### src/hdl/i2cm_pkg.sv
// Shared types, step codes and the step-entry function of the I2C master byte engine.
`default_nettype none

package i2cm_pkg;

	// Command codes carried in the beat
	localparam logic [2:0] CMD_NONE  = 3'd0;
	localparam logic [2:0] CMD_START = 3'd1;
	localparam logic [2:0] CMD_STOP  = 3'd2;
	localparam logic [2:0] CMD_WRITE = 3'd3;
	localparam logic [2:0] CMD_READ  = 3'd4;

	// Configuration register indexes
	localparam logic [1:0] REG_BIT_DELAY   = 2'd0;
	localparam logic [1:0] REG_START_DELAY = 2'd1;
	localparam logic [1:0] REG_ACK_TIMEOUT = 2'd2;

	// Sequencer steps
	localparam logic [4:0] PH_IDLE = 5'd0;
	localparam logic [4:0] PH_S0   = 5'd1;
	localparam logic [4:0] PH_S1   = 5'd2;
	localparam logic [4:0] PH_S2   = 5'd3;
	localparam logic [4:0] PH_P0   = 5'd4;
	localparam logic [4:0] PH_P1   = 5'd5;
	localparam logic [4:0] PH_P2   = 5'd6;
	localparam logic [4:0] PH_W0   = 5'd7;
	localparam logic [4:0] PH_W1   = 5'd8;
	localparam logic [4:0] PH_W2   = 5'd9;
	localparam logic [4:0] PH_WA0  = 5'd10;
	localparam logic [4:0] PH_WA1  = 5'd11;
	localparam logic [4:0] PH_WA2  = 5'd12;
	localparam logic [4:0] PH_R0   = 5'd13;
	localparam logic [4:0] PH_R1   = 5'd14;
	localparam logic [4:0] PH_R2   = 5'd15;
	localparam logic [4:0] PH_A0   = 5'd16;
	localparam logic [4:0] PH_A1   = 5'd17;
	localparam logic [4:0] PH_A2   = 5'd18;
	localparam logic [4:0] PH_DONE = 5'd31;

	localparam logic [3:0] BITS_PER_BYTE = 4'd8;

	// Engine state
	typedef struct packed {
		logic [4:0] phase;
		logic [3:0] bit_count;
		logic [7:0] shift_byte;
		logic [7:0] delay_count;
		logic [7:0] wait_count;
		logic       scl;
		logic       sda;
		logic       sda_oe;
		logic       ack;
		logic       status;
		logic [7:0] rx_hold;
	} eng_state_t;

	// Configuration set
	typedef struct packed {
		logic [7:0] bit_delay;
		logic [7:0] start_delay;
		logic [7:0] ack_timeout;
	} eng_cfg_t;

	// A zero hold behaves as one tick
	function automatic logic [7:0] hold_of(input logic [7:0] d);
		return (d == 8'd0) ? 8'd1 : d;
	endfunction

	// Enter a step: apply its pin actions and load its hold
	function automatic eng_state_t enter_step(input eng_state_t s, input logic [4:0] p,
			input eng_cfg_t cfg);
		eng_state_t n;
		logic [7:0] d;
		n = s;
		d = hold_of(cfg.bit_delay);
		n.phase = p;
		case (p)
			PH_S0: begin
				n.sda_oe = 1'b1; n.scl = 1'b1; n.sda = 1'b1;
				d = hold_of(cfg.start_delay);
			end
			PH_S1: begin
				n.sda = 1'b0;
				d = hold_of(cfg.start_delay);
			end
			PH_S2: n.scl = 1'b0;
			PH_P0: begin
				n.sda_oe = 1'b1; n.scl = 1'b0; n.sda = 1'b0;
			end
			PH_P1: n.scl = 1'b1;
			PH_P2: n.sda = 1'b1;
			PH_W0: begin
				n.sda_oe = 1'b1; n.scl = 1'b0;
				n.sda = s.shift_byte[7];
				n.shift_byte = {s.shift_byte[6:0], 1'b0};
			end
			PH_W1: n.scl = 1'b1;
			PH_W2: n.scl = 1'b0;
			PH_WA0: begin
				n.sda_oe = 1'b0; n.sda = 1'b1;
			end
			PH_WA1: n.scl = 1'b1;
			PH_WA2: begin
				n.wait_count = cfg.ack_timeout;
				d = 8'd0;
			end
			PH_R0: begin
				n.sda_oe = 1'b0; n.scl = 1'b0;
			end
			PH_R1: n.scl = 1'b1;
			PH_R2: n.scl = 1'b0;
			PH_A0: begin
				n.scl = 1'b0; n.sda_oe = 1'b1; n.sda = ~s.ack;
			end
			PH_A1: n.scl = 1'b1;
			PH_A2: n.scl = 1'b0;
			default: begin
				n.phase = PH_IDLE;
				d = 8'd0;
			end
		endcase
		n.delay_count = d;
		return n;
	endfunction

endpackage

`default_nettype wire

### src/hdl/i2c_master_byte_engine.sv
// Top level of the I2C master byte engine: beat handshake, configuration and state registers.
`default_nettype none

// Each input beat is one tick of the bus timing base; the engine takes one beat per clock
// cycle unless results stall and returns exactly one result beat for it, showing pin levels
// and status after that tick. The sequencer state register and a single output register
// set this: the next state is one pass of step logic, and the output register accepts a
// new beat in the same cycle its current beat is taken, so a beat can be accepted every
// cycle. Commands (start, stop, write byte, read byte) are taken only while idle and are
// otherwise ignored. Configuration writes are applied at once and should be made while idle.
module i2c_master_byte_engine
	import i2cm_pkg::*;
(
	input  wire logic        clk,
	input  wire logic        arst_n,
	// config port
	input  wire logic        cfg_wr_en,
	input  wire logic [1:0]  cfg_addr,
	input  wire logic [7:0]  cfg_wdata,
	// input stream
	input  wire logic        s_axis_tvalid,
	output logic             s_axis_tready,
	// [2:0] command, [10:3] tx_byte, [11] ack_enable, [12] sda_sample, [15:13] zero
	input  wire logic [15:0] s_axis_tdata,
	// result stream
	output logic             m_axis_tvalid,
	input  wire logic        m_axis_tready,
	// [0] scl_level, [1] sda_level, [2] sda_drive, [3] busy_res, [4] done_res,
	// [12:5] rx_byte, [13] status, [15:14] zero
	output logic [15:0]      m_axis_tdata
);

	eng_cfg_t   cfg_q;
	eng_state_t st_q;
	eng_state_t st_next;
	logic       step_done;
	logic       accept;
	logic [13:0] res_q;

	// Configuration registers
	always_ff @(posedge clk or negedge arst_n) begin
		if (!arst_n) begin
			cfg_q.bit_delay   <= 8'd1;
			cfg_q.start_delay <= 8'd5;
			cfg_q.ack_timeout <= 8'd250;
		end else if (cfg_wr_en) begin
			unique case (cfg_addr)
				REG_BIT_DELAY:   cfg_q.bit_delay   <= cfg_wdata;
				REG_START_DELAY: cfg_q.start_delay <= cfg_wdata;
				REG_ACK_TIMEOUT: cfg_q.ack_timeout <= cfg_wdata;
				default: ;
			endcase
		end
	end

	assign s_axis_tready = !m_axis_tvalid || m_axis_tready;
	assign accept        = s_axis_tvalid && s_axis_tready;

	i2cm_step u_step (
		.cur        (st_q),
		.cfg        (cfg_q),
		.command    (s_axis_tdata[2:0]),
		.tx_byte    (s_axis_tdata[10:3]),
		.ack_enable (s_axis_tdata[11]),
		.sda_sample (s_axis_tdata[12]),
		.nxt        (st_next),
		.done       (step_done)
	);

	// Sequencer state
	always_ff @(posedge clk or negedge arst_n) begin
		if (!arst_n) begin
			st_q <= '{phase: PH_IDLE, bit_count: 4'd0, shift_byte: 8'd0, delay_count: 8'd0,
				wait_count: 8'd0, scl: 1'b1, sda: 1'b1, sda_oe: 1'b1, ack: 1'b0,
				status: 1'b0, rx_hold: 8'd0};
		end else if (accept) begin
			st_q <= st_next;
		end
	end

	// Result beat register
	always_ff @(posedge clk or negedge arst_n) begin
		if (!arst_n) begin
			m_axis_tvalid <= 1'b0;
		end else if (accept) begin
			m_axis_tvalid <= 1'b1;
		end else if (m_axis_tready) begin
			m_axis_tvalid <= 1'b0;
		end
	end

	always_ff @(posedge clk) begin
		if (accept)
			res_q <= {st_next.status, st_next.rx_hold, step_done,
				(st_next.phase != PH_IDLE), st_next.sda_oe, st_next.sda, st_next.scl};
	end

	assign m_axis_tdata = {2'b00, res_q};

endmodule

`default_nettype wire

### src/hdl/i2cm_step.sv
// Next-state logic of the I2C master sequencer for one tick.
`default_nettype none

module i2cm_step
	import i2cm_pkg::*;
(
	input  wire eng_state_t cur,
	input  wire eng_cfg_t   cfg,
	input  wire logic [2:0] command,
	input  wire logic [7:0] tx_byte,
	input  wire logic       ack_enable,
	input  wire logic       sda_sample,
	output eng_state_t      nxt,
	output logic            done
);

	logic [7:0] dc;
	logic [3:0] bc;
	logic [4:0] nx;
	eng_state_t t;

	always_comb begin
		t    = cur;
		nxt  = cur;
		done = 1'b0;
		dc   = cur.delay_count;
		bc   = cur.bit_count;
		nx   = PH_DONE;
		if (cur.phase == PH_IDLE) begin
			// Idle: launch a command
			unique case (command)
				CMD_START: begin
					t.status = 1'b0;
					nxt = enter_step(t, PH_S0, cfg);
				end
				CMD_STOP: begin
					t.status = 1'b0;
					nxt = enter_step(t, PH_P0, cfg);
				end
				CMD_WRITE: begin
					t.status = 1'b0; t.bit_count = 4'd0; t.shift_byte = tx_byte;
					nxt = enter_step(t, PH_W0, cfg);
				end
				CMD_READ: begin
					t.status = 1'b0; t.bit_count = 4'd0; t.shift_byte = 8'd0;
					t.ack = ack_enable;
					nxt = enter_step(t, PH_R0, cfg);
				end
				default: nxt = cur;
			endcase
		end else if (cur.phase == PH_WA2) begin
			// Waiting for the slave acknowledge
			if (!sda_sample) begin
				nxt.scl   = 1'b0;
				nxt.phase = PH_IDLE;
				done      = 1'b1;
			end else if (cur.wait_count == 8'd0) begin
				t.status = 1'b1;
				nxt = enter_step(t, PH_P0, cfg);
			end else begin
				nxt.wait_count = cur.wait_count - 8'd1;
			end
		end else begin
			// Count down the hold, then move to the following step
			if (dc != 8'd0)
				dc = dc - 8'd1;
			t.delay_count = dc;
			nxt = t;
			if (dc == 8'd0) begin
				bc = cur.bit_count + 4'd1;
				unique case (cur.phase)
					PH_S0:  nx = PH_S1;
					PH_S1:  nx = PH_S2;
					PH_P0:  nx = PH_P1;
					PH_P1:  nx = PH_P2;
					PH_W0:  nx = PH_W1;
					PH_W1:  nx = PH_W2;
					PH_W2: begin
						t.bit_count = bc;
						nx = (bc < BITS_PER_BYTE) ? PH_W0 : PH_WA0;
					end
					PH_WA0: nx = PH_WA1;
					PH_WA1: nx = PH_WA2;
					PH_R0:  nx = PH_R1;
					PH_R1: begin
						t.bit_count = bc;
						nx = (bc < BITS_PER_BYTE) ? PH_R0 : PH_R2;
					end
					PH_R2:  nx = PH_A0;
					PH_A0:  nx = PH_A1;
					PH_A1:  nx = PH_A2;
					PH_A2: begin
						t.rx_hold = cur.shift_byte;
						nx = PH_DONE;
					end
					default: nx = PH_DONE;
				endcase
				if (nx == PH_DONE) begin
					nxt = t;
					nxt.phase = PH_IDLE;
					done = 1'b1;
				end else begin
					nxt = enter_step(t, nx, cfg);
					// Read data is sampled as SCL rises
					if (nx == PH_R1)
						nxt.shift_byte = {nxt.shift_byte[6:0], sda_sample};
				end
			end
		end
	end

endmodule

`default_nettype wire
### config.mk
export PLATFORM = sky130hd
export DESIGN_NAME = i2c_master_byte_engine
export DESIGN_NICKNAME = d
export VERILOG_FILES = /design/src/hdl/i2cm_pkg.sv /design/src/hdl/i2c_master_byte_engine.sv /design/src/hdl/i2cm_step.sv
export SDC_FILE = /design/constraint.sdc
export NUM_CORES = 1
export LEC_CHECK = 0
export BUFFER_PORTS_ARGS = -buffer_cell sky130_fd_sc_hd__buf_4
export CELL_PAD_IN_SITES_DETAIL_PLACEMENT = 1
export CELL_PAD_IN_SITES_GLOBAL_PLACEMENT = 2
export CORE_MARGIN = 1
export CORE_UTILIZATION = 41
export DETAILED_ROUTE_END_ITERATION = 8
export HOLD_SLACK_MARGIN = 0.03
export PLACE_DENSITY = 0.9
export SLEW_MARGIN = 5
export SYNTH_ARGS = -nofsm -noshare
export SYNTH_HDL_FRONTEND = slang
export SYNTH_SLANG_ARGS = --single-unit
### constraint.sdc
create_clock -name clk -period 3.8 [get_ports clk]
set_input_delay 0.57 -clock clk [delete_from_list [all_inputs] [get_ports clk]]
set_output_delay 0.57 -clock clk [all_outputs]
set_load 0.05 [all_outputs]
== Word level (Yosys, flattened, before mapping) ==
Cells that the tools add are included.
W data, S select, Z words.

* Equal/unequal tests: 52
* Bitwise gates (word level): 5
* Magnitude comparators: 1
* Divide/modulo/power cells: 0
* Multipliers: 0
* Muxes and demuxes: 39
* Reductions and logical operators: 35
* Shift-type cells: 0
* Add/sub/neg operators: 3

{| class="wikitable"
|+ Operators by type and width
! operator !! number
|-
| $mux W46 || 4
|-
| $pmux W46 S4 || 1
|-
| $eq A5 B4 Y1 const B || 16
|-
| $mux W8 || 10
|-
| $pmux W5 S14 || 1
|-
| $eq A5 B3 Y1 const B || 7
|-
| $eq A5 B5 Y1 const B || 7
|-
| $logic_not A8 Y1 || 4
|-
| $mux W28 || 1
|-
| $mux W25 || 1
|-
| $mux W5 || 5
|-
| $reduce_or A18 Y1 || 1
|-
| $pmux W8 S2 || 1
|-
| $sub A8 B1 Y8 const B || 2
|-
| $eq A5 B2 Y1 const B || 3
|-
| $reduce_or A15 Y1 || 1
|-
| $reduce_and A7 Y1 || 2
|-
| $mux W13 || 1
|-
| $mux W12 || 1
|-
| $reduce_and A6 Y1 || 2
|-
| $eq A5 B1 Y1 const B || 2
|-
| $mux W4 || 2
|-
| $ne A2 B2 Y1 const B || 4
|-
| $reduce_and A8 Y1 || 1
|-
| other kinds (32) || 55
|}

* Register bits after elaboration: 85
* Memories kept: 0
* Bits in read-only memories: 0
* Bits in writable memories: 0
* Latch bits: 0
* Input port bits: 31
* Output and inout bits: 18
* Logic and storage cells: 153

== Logic depth before layout (Yosys ltp) ==
Gate-level depths: netlist of run 1.

* Depth in word-level cells: 16
* Mapped depth: 11

== Hierarchy ==
Synthesis of run 1 repeated with hierarchy kept, for this count alone.

* Cells, all modules: 577
* Area total of the unflattened synthesis: 5,818.1 um2

{| class="wikitable"
|+ Modules (own cells, without submodules)
! module !! cells an instance !! times used !! seq. area each (um2) !! area each (um2)
|-
| i2c_master_byte_engine || 173 || 1 || 2,212.1 || 3,261.9
|-
| i2cm_step || 404 || 1 || 0.0 || 2,556.2
|}

== Worst setup path before layout of run 1 ==
Ideal clock, no wire load.

* Path type: flip-flop to flip-flop
* Start point: register st_q[21] (netlist name)
* End point: register st_q[0] (netlist name)
* Period minus slack after synthesis: 2.554 ns
* Arrival time: 2.430 ns
* Setup slack: 1.246 ns
* Stages on the path, launching flop included: 8
* Library setup time: 0.125 ns
* Path buffers: 0
* Cells stage by stage: dfrtp_1 > inv_1 > ha_1 > nor4b_2 > nand2_1 > a32o_1 > nor4_4 > mux2_2

* Longest elaborated chain between the ends: 8
* Elaborated cells on any way between the ends: 9
* Those cells by class: 1 x add/sub; 6 x mux; 2 x reduce/logical

{| class="wikitable"
|+ Ends and longest elaborated chain
! item !! RTL line !! source
|-
| from (decl) || i2c_master_byte_engine.sv:34 || <nowiki>eng_state_t st_q;</nowiki>
|-
| from (signal assigned) || i2c_master_byte_engine.sv:73 || <nowiki>st_q <= '{phase: PH_IDLE, bit_count: 4'd0, shift_byte: 8'd0, delay_count: 8'd0,</nowiki>
|-
| from (signal assigned) || i2c_master_byte_engine.sv:77 || <nowiki>st_q <= st_next;</nowiki>
|-
| $sub A8 B1 Y8 / $reduce_bool A8 Y1 (equally long branches) || i2cm_step.sv:66, i2cm_step.sv:65 ||
|-
| $mux W8 (*) || i2cm_step.sv:65 || <nowiki>if (dc != 8'd0)</nowiki>
|-
| $mux W8 (*) || i2cm_step.sv:51 || <nowiki>end else if (cur.phase == PH_WA2) begin</nowiki>
|-
| $mux W8 (*) || i2cm_step.sv:29 || <nowiki>if (cur.phase == PH_IDLE) begin</nowiki>
|-
| $logic_not A8 Y1 (*) || i2cm_step.sv:69 || <nowiki>if (dc == 8'd0) begin</nowiki>
|-
| $mux W46 (*) || i2cm_step.sv:69 ||
|-
| $mux W46 (*) || i2cm_step.sv:51 ||
|-
| $mux W46 (*) || i2cm_step.sv:29 ||
|}

Mark *: on every way between the ends. The rest lies on a longest branch, timed or not. The select of a mux whose other input is x is not followed.
A chain may end at the register's enable or synchronous reset.

== Worst setup path after layout of run 1 ==
* Start point: register st_q[21] (netlist name)
* End point: register st_q[15] (netlist name)

* Longest elaborated chain between the ends: 7
* Elaborated cells on any way between the ends: 8
* Those cells by class: 1 x add/sub; 3 x mux; 4 x reduce/logical

{| class="wikitable"
|+ Ends and longest elaborated chain
! item !! RTL line
|-
| $sub A8 B1 Y8 / $reduce_bool A8 Y1 (equally long branches) || i2cm_step.sv:66, i2cm_step.sv:65
|-
| $mux W8 (*) || i2cm_step.sv:65
|-
| $mux W8 (*) || i2cm_step.sv:51
|-
| $mux W8 (*) || i2cm_step.sv:29
|-
| $logic_not A8 Y1 (*) || i2cm_step.sv:69
|-
| $reduce_bool A2 Y1 (no line) (*) || n/a
|-
| $reduce_and A7 Y1 (no line) (*) || n/a
|}

Marked as above.

==> flow_summary.json, run 1 <==
{
  "slew_viol_final": 0,
  "final.setup.tns_ns": 0,
  "postCtsHoldBufs": 0,
  "postSynthCellCount": 559,
  "overflow": 0,
  "min_period_ns": 3.31,
  "synth-warning-count": 0,
  "mappedNetlistArea_sq_um": 5180,
  "fmax_mhz": 302,
  "layout-drive-gt1-share_pct": 22.6,
  "gp_routability_congestion": 0.878,
  "run_status": "finished, final reports clean",
  "pre_cts_ws_ns": 0.530,
  "top_usage_layer": "met2",
  "wirelength_mm": 15.3,
  "synth_largest_area_cell": "sky130_fd_sc_hd__dfrtp_1",
  "mostFrequentLayoutCells": "67 x sky130_fd_sc_hd__nand2_1, 59 x sky130_fd_sc_hd__dfrtp_1, 56 x sky130_fd_sc_hd__buf_4",
  "slew_headroom_pct": 19.3,
  "startpoint_type": "flop",
  "synth-main-ff-cell": "sky130_fd_sc_hd__dfrtp_1",
  "clockRootBuffer": "sky130_fd_sc_hd__clkbuf_16",
  "postCtsSetupBuffers": 0,
  "peakVddDrop_v": 0.000337,
  "detail-route-antenna-nets": 0,
  "timing_worst_slew_pin_value_ns": 1.21,
  "largest_net_degree_at_the_start_of_global_routing": 72,
  "rows": 40,
  "grt_use_total_pct": 25.4,
  "final_setup_skew_ns": 0.00506,
  "cts_made_buffers": 9,
  "clock_tree.buffer_depth": 2,
  "drt_drc_violations_left": 0,
  "synth.ff_latch_count": 85,
  "static-leakage-power_nw": 2.43,
  "dpl-instance-area_sq_um": 5670,
  "core_region_area_sq_um": 12200,
  "final_common_cell": "sky130_fd_sc_hd__nand2_1",
  "path_class": "flop to flop",
  "timing.final.crit_share_pct": 87.1,
  "cts.reportedPaths.clkPinSlew_ns": 0.06,
  "grt_use_met1_pct": 34.8,
  "via_per_inst": 5.92,
  "required_ns": 4.00,
  "via_count": 4532,
  "synth_cell_types": 74,
  "clk_latency_ns": 0.35,
  "initial_utilization_pct": 42.6,
  "wire_per_inst_um": 20.0,
  "synth_enable_flop_cells": 14,
  "cts_tree": "yes",
  "antenna_violations_before_repair": 0,
  "part_of_the_yosys_area_used_for_sequential_elements_pct": 42.7,
  "diodes": 0,
  "grt_pass1_wl_mm": 25.4,
  "synth_top_cells_by_area": "sky130_fd_sc_hd__dfrtp_1 28%, sky130_fd_sc_hd__mux2_2 9.3%, sky130_fd_sc_hd__edfxtp_1 8.1%",
  "timing.final.setup_violations": 0,
  "max-cap-violations": 0,
  "met2_global_route_usage_pct": 41.4,
  "cts_resized": 0,
  "worst-path-max-fanout": 16,
  "critical_path_arrival_ns": 3.51,
  "grtUsageMet3_pct": 3.23,
  "power_per_cell_area_nw_per_um2": 642,
  "cts.sink_count": 85,
  "vertical_die_dimension_um": 114,
  "rsz0062_at_grt": "no",
  "synth_top_cell_area_share_pct": 28.5,
  "htree_levels": 3,
  "final_net_count": 628,
  "layout_setup_ws_ns": 0.488,
  "die_area_sq_um": 13100,
  "syn_avg_cell_area_sq_um": 9.28,
  "timing.hold.ws_ns": 0.344,
  "drt_first_pass_iters": 4,
  "min-delay-path-class": "input port to asynchronous set/reset pin",
  "areaGrowthSynthToFinish_pct": 14.3,
  "synth_async_reset_ratio_pct": 83.5,
  "port-buffer-count": 43,
  "fp.dieW_um": 114,
  "io_pins": 49,
  "timing_hold_violations_final": 0,
  "reg2reg_depth": 9,
  "worst_setup_path_end_kind": "flop",
  "finish.instance_area_sq_um": 5930,
  "grt_pass1_vias": 4612,
  "detailed_place_hpwl_mm": 11.0,
  "drt_iter0_markers": 190
}
==> report_power, final <==
part	internal (mW)	switching, mW	leakage, nW
clock	0.443	0.368	0.127
combinational	0.647	1.02	1.28
sequential	1.12	0.213	1.02
total	2.21	1.60	2.43
==> Yosys cell counts, types with 13 or more instances <==
library cell / count
sky130_fd_sc_hd__edfxtp_1: 14
sky130_fd_sc_hd__dfrtp_1: 59
sky130_fd_sc_hd__mux2_2: 43
sky130_fd_sc_hd__nor3_1: 14
sky130_fd_sc_hd__inv_1: 13
sky130_fd_sc_hd__a31oi_1: 13
sky130_fd_sc_hd__o21ai_0: 46
sky130_fd_sc_hd__a21oi_1: 42
sky130_fd_sc_hd__a22oi_1: 16
sky130_fd_sc_hd__clkbuf_1: 26
sky130_fd_sc_hd__nand2_1: 67
sky130_fd_sc_hd__nor2_1: 37
==> per-layer routing <==
layer  share of wire, %  vias up
met2                 49       92
met1                 46     2280
met5                  0        -
met3                4.1       14
met4                1.6        0
li1                   -     2146
==> cells by family (layout without fill, tap and decap cells) <==
kind of cell | Yosys count | count (layout) | synth area share (%)
AND/OR/NAND/NOR | 184 | 184 | 17.7
multiplexers | 45 | 45 | 10.1
buffers and inverters | 49 | 86 | 3.96
AO/OA/AOI/OAI | 182 | 182 | 23.0
other | 1 | 2 | 0.0723
flip-flops | 85 | 85 | 42.7
XOR/XNOR | 8 | 8 | 1.35
adder cells (fa/ha/maj) | 5 | 5 | 1.21
==> sequential cells by signal (all words and copies together), names as in the netlist <==
signal         cells
m_axis_tvalid      1
st_q              46
cfg_q             24
res_q             14
==> area by class of cell <==
type | instances | area, sq um
Inverter | 14 | 52.6
Sequential cell | 85 | 2210
Clock inverter | 4 | 25.0
Multi-Input combinational cell | 426 | 2770
Clock buffer | 12 | 236
Timing Repair Buffer | 56 | 420
Fill cell | 1425 | 6230
Tap cell | 168 | 210
==> critical path, stage by stage (launching register included) <==
cell                      delay, ns
sky130_fd_sc_hd__dfrtp_1       0.41
sky130_fd_sc_hd__inv_1         0.16
sky130_fd_sc_hd__ha_1          0.16
sky130_fd_sc_hd__nor4b_2       0.46
sky130_fd_sc_hd__nand2_1       0.28
sky130_fd_sc_hd__a32o_1        0.42
sky130_fd_sc_hd__o21ai_0       0.21
sky130_fd_sc_hd__nand4_1       0.55
sky130_fd_sc_hd__o21ai_0       0.38
sky130_fd_sc_hd__o21ai_0       0.13
==> per-stage QoR <==
step	total power [mW]	utilization [%]	instances
after CTS	3.81	48.7	765
after global routing	4.04	48.7	765
after floorplan	2.48	-	560
after global placement	2.92	46.6	749
after detailed placement	2.98	46.6	749
final	3.80	48.7	765
==> path summary, 6_finish.rpt <==
check | start | endpoint | slack, ns
max reg2reg | st_q[21] | st_q[15] | 0.49
min reg2reg | st_q[39] | st_q[39] | 0.50
max | st_q[21] | st_q[15] | 0.49
min | arst_n | st_q[25] | 0.34
max in group asynchronous | arst_n | st_q[7] | 2.83
min in group clk | s_axis_tvalid | m_axis_tvalid | 0.41
Note: power is estimated with default switching activity, not from simulation.
==> run 2, diff against run 1 <==
--- a/config.mk
+++ b/config.mk
@@ -9,11 +9,12 @@
 export CELL_PAD_IN_SITES_DETAIL_PLACEMENT = 1
 export CELL_PAD_IN_SITES_GLOBAL_PLACEMENT = 2
 export CORE_MARGIN = 1
-export CORE_UTILIZATION = 41
+export CORE_UTILIZATION = 42
 export DETAILED_ROUTE_END_ITERATION = 8
 export HOLD_SLACK_MARGIN = 0.03
-export PLACE_DENSITY = 0.9
+export PLACE_DENSITY = 0.89
 export SLEW_MARGIN = 5
 export SYNTH_ARGS = -nofsm -noshare
 export SYNTH_HDL_FRONTEND = slang
+export SYNTH_HIERARCHICAL = 1
 export SYNTH_SLANG_ARGS = --single-unit
==> run 2 against run 1 <==
  * Global-route usage shrank 0.37 points
  * Clock power up 4.2%
  * Wire length increased by 12%
  * Sequential share of layout area down 3.7 points
  * Critical path depth up 1
  * Largest cell class unchanged
  * Highest routed layer unchanged
==> flow_summary.json, run 2 <==
{
  "run_status": "finished, final reports clean",
  "slew_viol_final": 0,
  "synth-main-ff-cell": "sky130_fd_sc_hd__dfrtp_1",
  "synth_cell_types": 78,
  "worst_setup_path_startpoint": "st_q[22]",
  "synth.ff_latch_count": 85,
  "clock_tree.buffer_depth": 2,
  "switchingPower_mw": 1.95,
  "cts_made_buffers": 9,
  "final_setup_skew_ns": 0.00775,
  "via_per_inst": 6.28,
  "n_fill_cell": 1535,
  "static-leakage-power_nw": 2.78,
  "diodes": 0,
  "largest_net_degree_at_the_start_of_global_routing": 72,
  "grt_use_total_pct": 25.0,
  "postSynthCellCount": 577,
  "p_total_mw": 4.58,
  "final_common_cell": "sky130_fd_sc_hd__buf_4",
  "drt_iter0_markers": 235,
  "combPwrFrac_pct": 46.4,
  "path_class": "flop to flop",
  "clock_power_share_pct": 18.5,
  "part_of_the_yosys_area_used_for_sequential_elements_pct": 38.0,
  "drt_first_pass_iters": 4,
  "crit_slowest_cell": "sky130_fd_sc_hd__or4_1",
  "port-buffer-count": 43,
  "mostFrequentLayoutCells": "60 x sky130_fd_sc_hd__buf_4, 59 x sky130_fd_sc_hd__dfrtp_1, 44 x sky130_fd_sc_hd__mux2_2",
  "worst_setup_path_end_kind": "flop",
  "grt_pass1_wl_mm": 27.8,
  "wirelength_mm": 17.1,
  "detail-route-antenna-nets": 0,
  "rows": 42,
  "required_ns": 4.04,
  "worst-path-max-fanout": 9,
  "initial_utilization_pct": 43.4,
  "crit_buf_inv": 2,
  "critical_path_arrival_ns": 3.71,
  "yosysMostFrequentCell": "sky130_fd_sc_hd__dfrtp_1",
  "path_common_cell": "sky130_fd_sc_hd__mux2_4",
  "synth_top_cell_area_share_pct": 25.4,
  "stage_delay_of_the_slowest_cell_on_the_critical_path_ns": 0.51,
  "layout_setup_ws_ns": 0.338,
  "postCtsHoldBufs": 0,
  "drt_drc_violations_left": 0,
  "fmax_mhz": 289,
  "max_flop_register": "st_q",
  "crit_chain": "inv_1 -> ha_1 -> nor4b_1 -> a22oi_1 -> o211ai_1 -> nand2_2 -> or4_1 -> buf_4 -> mux2_4 -> mux2_4",
  "internal-power_mw": 2.62,
  "cts.sink_count": 85,
  "pre_cts_ws_ns": 0.394,
  "max-cap-violations": 0,
  "final.setup.tns_ns": 0,
  "final_net_count": 643,
  "grt_pass1_vias": 5108,
  "wire_per_inst_um": 21.7,
  "synth_enable_flop_cells": 14,
  "switching_share_pct": 42.7,
  "fp.dieW_um": 120,
  "peakVddDrop_v": 0.000382,
  "min_period_ns": 3.46,
  "post_synth_most_frequent_cells": "59 x sky130_fd_sc_hd__dfrtp_1, 44 x sky130_fd_sc_hd__mux2_2, 39 x sky130_fd_sc_hd__nand2_1",
  "clk_latency_ns": 0.36,
  "power_per_cell_area_nw_per_um2": 696,
  "io_pins": 49,
  "die_area_sq_um": 14300,
  "cts_tree": "yes",
  "synth_top_cells_by_area": "sky130_fd_sc_hd__dfrtp_1 25%, sky130_fd_sc_hd__mux2_4 9.5%, sky130_fd_sc_hd__mux2_2 8.5%",
  "slew_headroom_pct": 38.1,
  "overflow": 0,
  "cts.reportedPaths.clkPinSlew_ns": 0.07,
  "cts_resized": 0,
  "startpoint_type": "flop",
  "critical_path.top_delay_family": "simple AND/OR/NAND/NOR gates",
  "antenna_violations_before_repair": 0,
  "areaGrowthSynthToFinish_pct": 13.0,
  "mappedNetlistArea_sq_um": 5820,
  "power.sequential.fraction_pct": 35.1,
  "clockRootBuffer": "sky130_fd_sc_hd__clkbuf_16",
  "core_region_area_sq_um": 13400,
  "layout-drive-gt1-share_pct": 29.7,
  "gp_routability_congestion": 0.910,
  "rsz0062_at_grt": "no",
  "postCtsSetupBuffers": 0,
  "timing.final.setup_violations": 0,
  "timing.final.crit_share_pct": 91.1,
  "via_count": 4951,
  "reg.largest.list": "st_q: 46 flops, cfg_q: 24 flops, res_q: 14 flops",
  "htree_levels": 3,
  "detailed_place_hpwl_mm": 12.3,
  "synth_largest_area_cell": "sky130_fd_sc_hd__dfrtp_1",
  "syn_avg_cell_area_sq_um": 10.1,
  "synth_async_reset_ratio_pct": 83.5,
  "min-delay-path-class": "input port to asynchronous set/reset pin",
  "largest_register_ff_count": 46,
  "timing_hold_violations_final": 0,
  "synth-warning-count": 6,
  "regToRegStartpoint": "st_q[22]",
  "final_core_utilization_pct": 49.0,
  "timing_worst_slew_pin_value_ns": 0.928,
  "vertical_die_dimension_um": 120
}
-- run 2: cells by family after synthesis --
group | synth area share, %
compound gates | 20.5
xor+xnor | 0.753
fa+ha+maj | 0.860
buf+inv | 4.69
flops | 38.0
mux | 20.0
other cells | 0.0645
simple gates | 15.2
-- run 2: per-layer routing --
metal	part of all wire, %	track usage, %	vias to the layer above
met2	49	41.7	141
met5	0	0	-
met1	44	31.7	2506
li1	-	-	2265
met4	2.9	11.1	0
met3	4.3	4.37	39
-- run 2: worst paths after layout --
| check | endpoint | slack (ns) | depth (start not counted) |
|---|---|---|---|
| hold / removal | st_q[4] | 0.34 | 1 |
| min in group clk | m_axis_tvalid | 0.43 | 2 |
| hold reg to reg | st_q[8] | 0.51 | 1 |
| max in group asynchronous | cfg_q[17] | 2.84 | 1 |
| setup reg to reg | st_q[6] | 0.34 | 10 |
| setup / recovery | st_q[6] | 0.34 | 10 |
-- run 2: stage by stage --
step	area, sq um	hold WS, ns	instances
after CTS	6570	0.388	789
final	6570	0.341	789
after detailed placement	6290	0.499	773
after floorplan	5820	0.274	578
after global routing	6570	0.410	789
after global placement	6290	0.488	773
-- run 2: area by class of cell --
class | count | area [sq um] | share of cell area (%)
Multi-Input combinational cell | 437 | 3340 | 50.8
Inverter | 14 | 52.6 | 0.800
Clock inverter | 7 | 55.1 | 0.838
Timing Repair Buffer | 61 | 470 | 7.16
Tap cell | 176 | 220 | 3.35
Clock buffer | 9 | 225 | 3.43
Sequential cell | 85 | 2210 | 33.7
-- run 2: power groups by stage --
stage / registers (mW) / clock network [mW] / logic [mW]
after floorplan: 1.46 / 0 / 1.64
after global placement: 1.59 / 0 / 2.03
after detailed placement: 1.62 / 0 / 2.09
after CTS: 1.60 / 0.869 / 2.11
after global routing: 1.65 / 0.901 / 2.31
final: 1.61 / 0.845 / 2.13
-- run 2: worst register-to-register path, cell delays in order (launching register included) --
cell	delay, ns
sky130_fd_sc_hd__dfrtp_1	0.50
sky130_fd_sc_hd__inv_1	0.12
sky130_fd_sc_hd__ha_1	0.32
sky130_fd_sc_hd__nor4b_1	0.36
sky130_fd_sc_hd__a22oi_1	0.18
sky130_fd_sc_hd__o211ai_1	0.47
sky130_fd_sc_hd__nand2_2	0.11
sky130_fd_sc_hd__or4_1	0.51
sky130_fd_sc_hd__buf_4	0.21
sky130_fd_sc_hd__mux2_4	0.32
sky130_fd_sc_hd__mux2_4	0.27
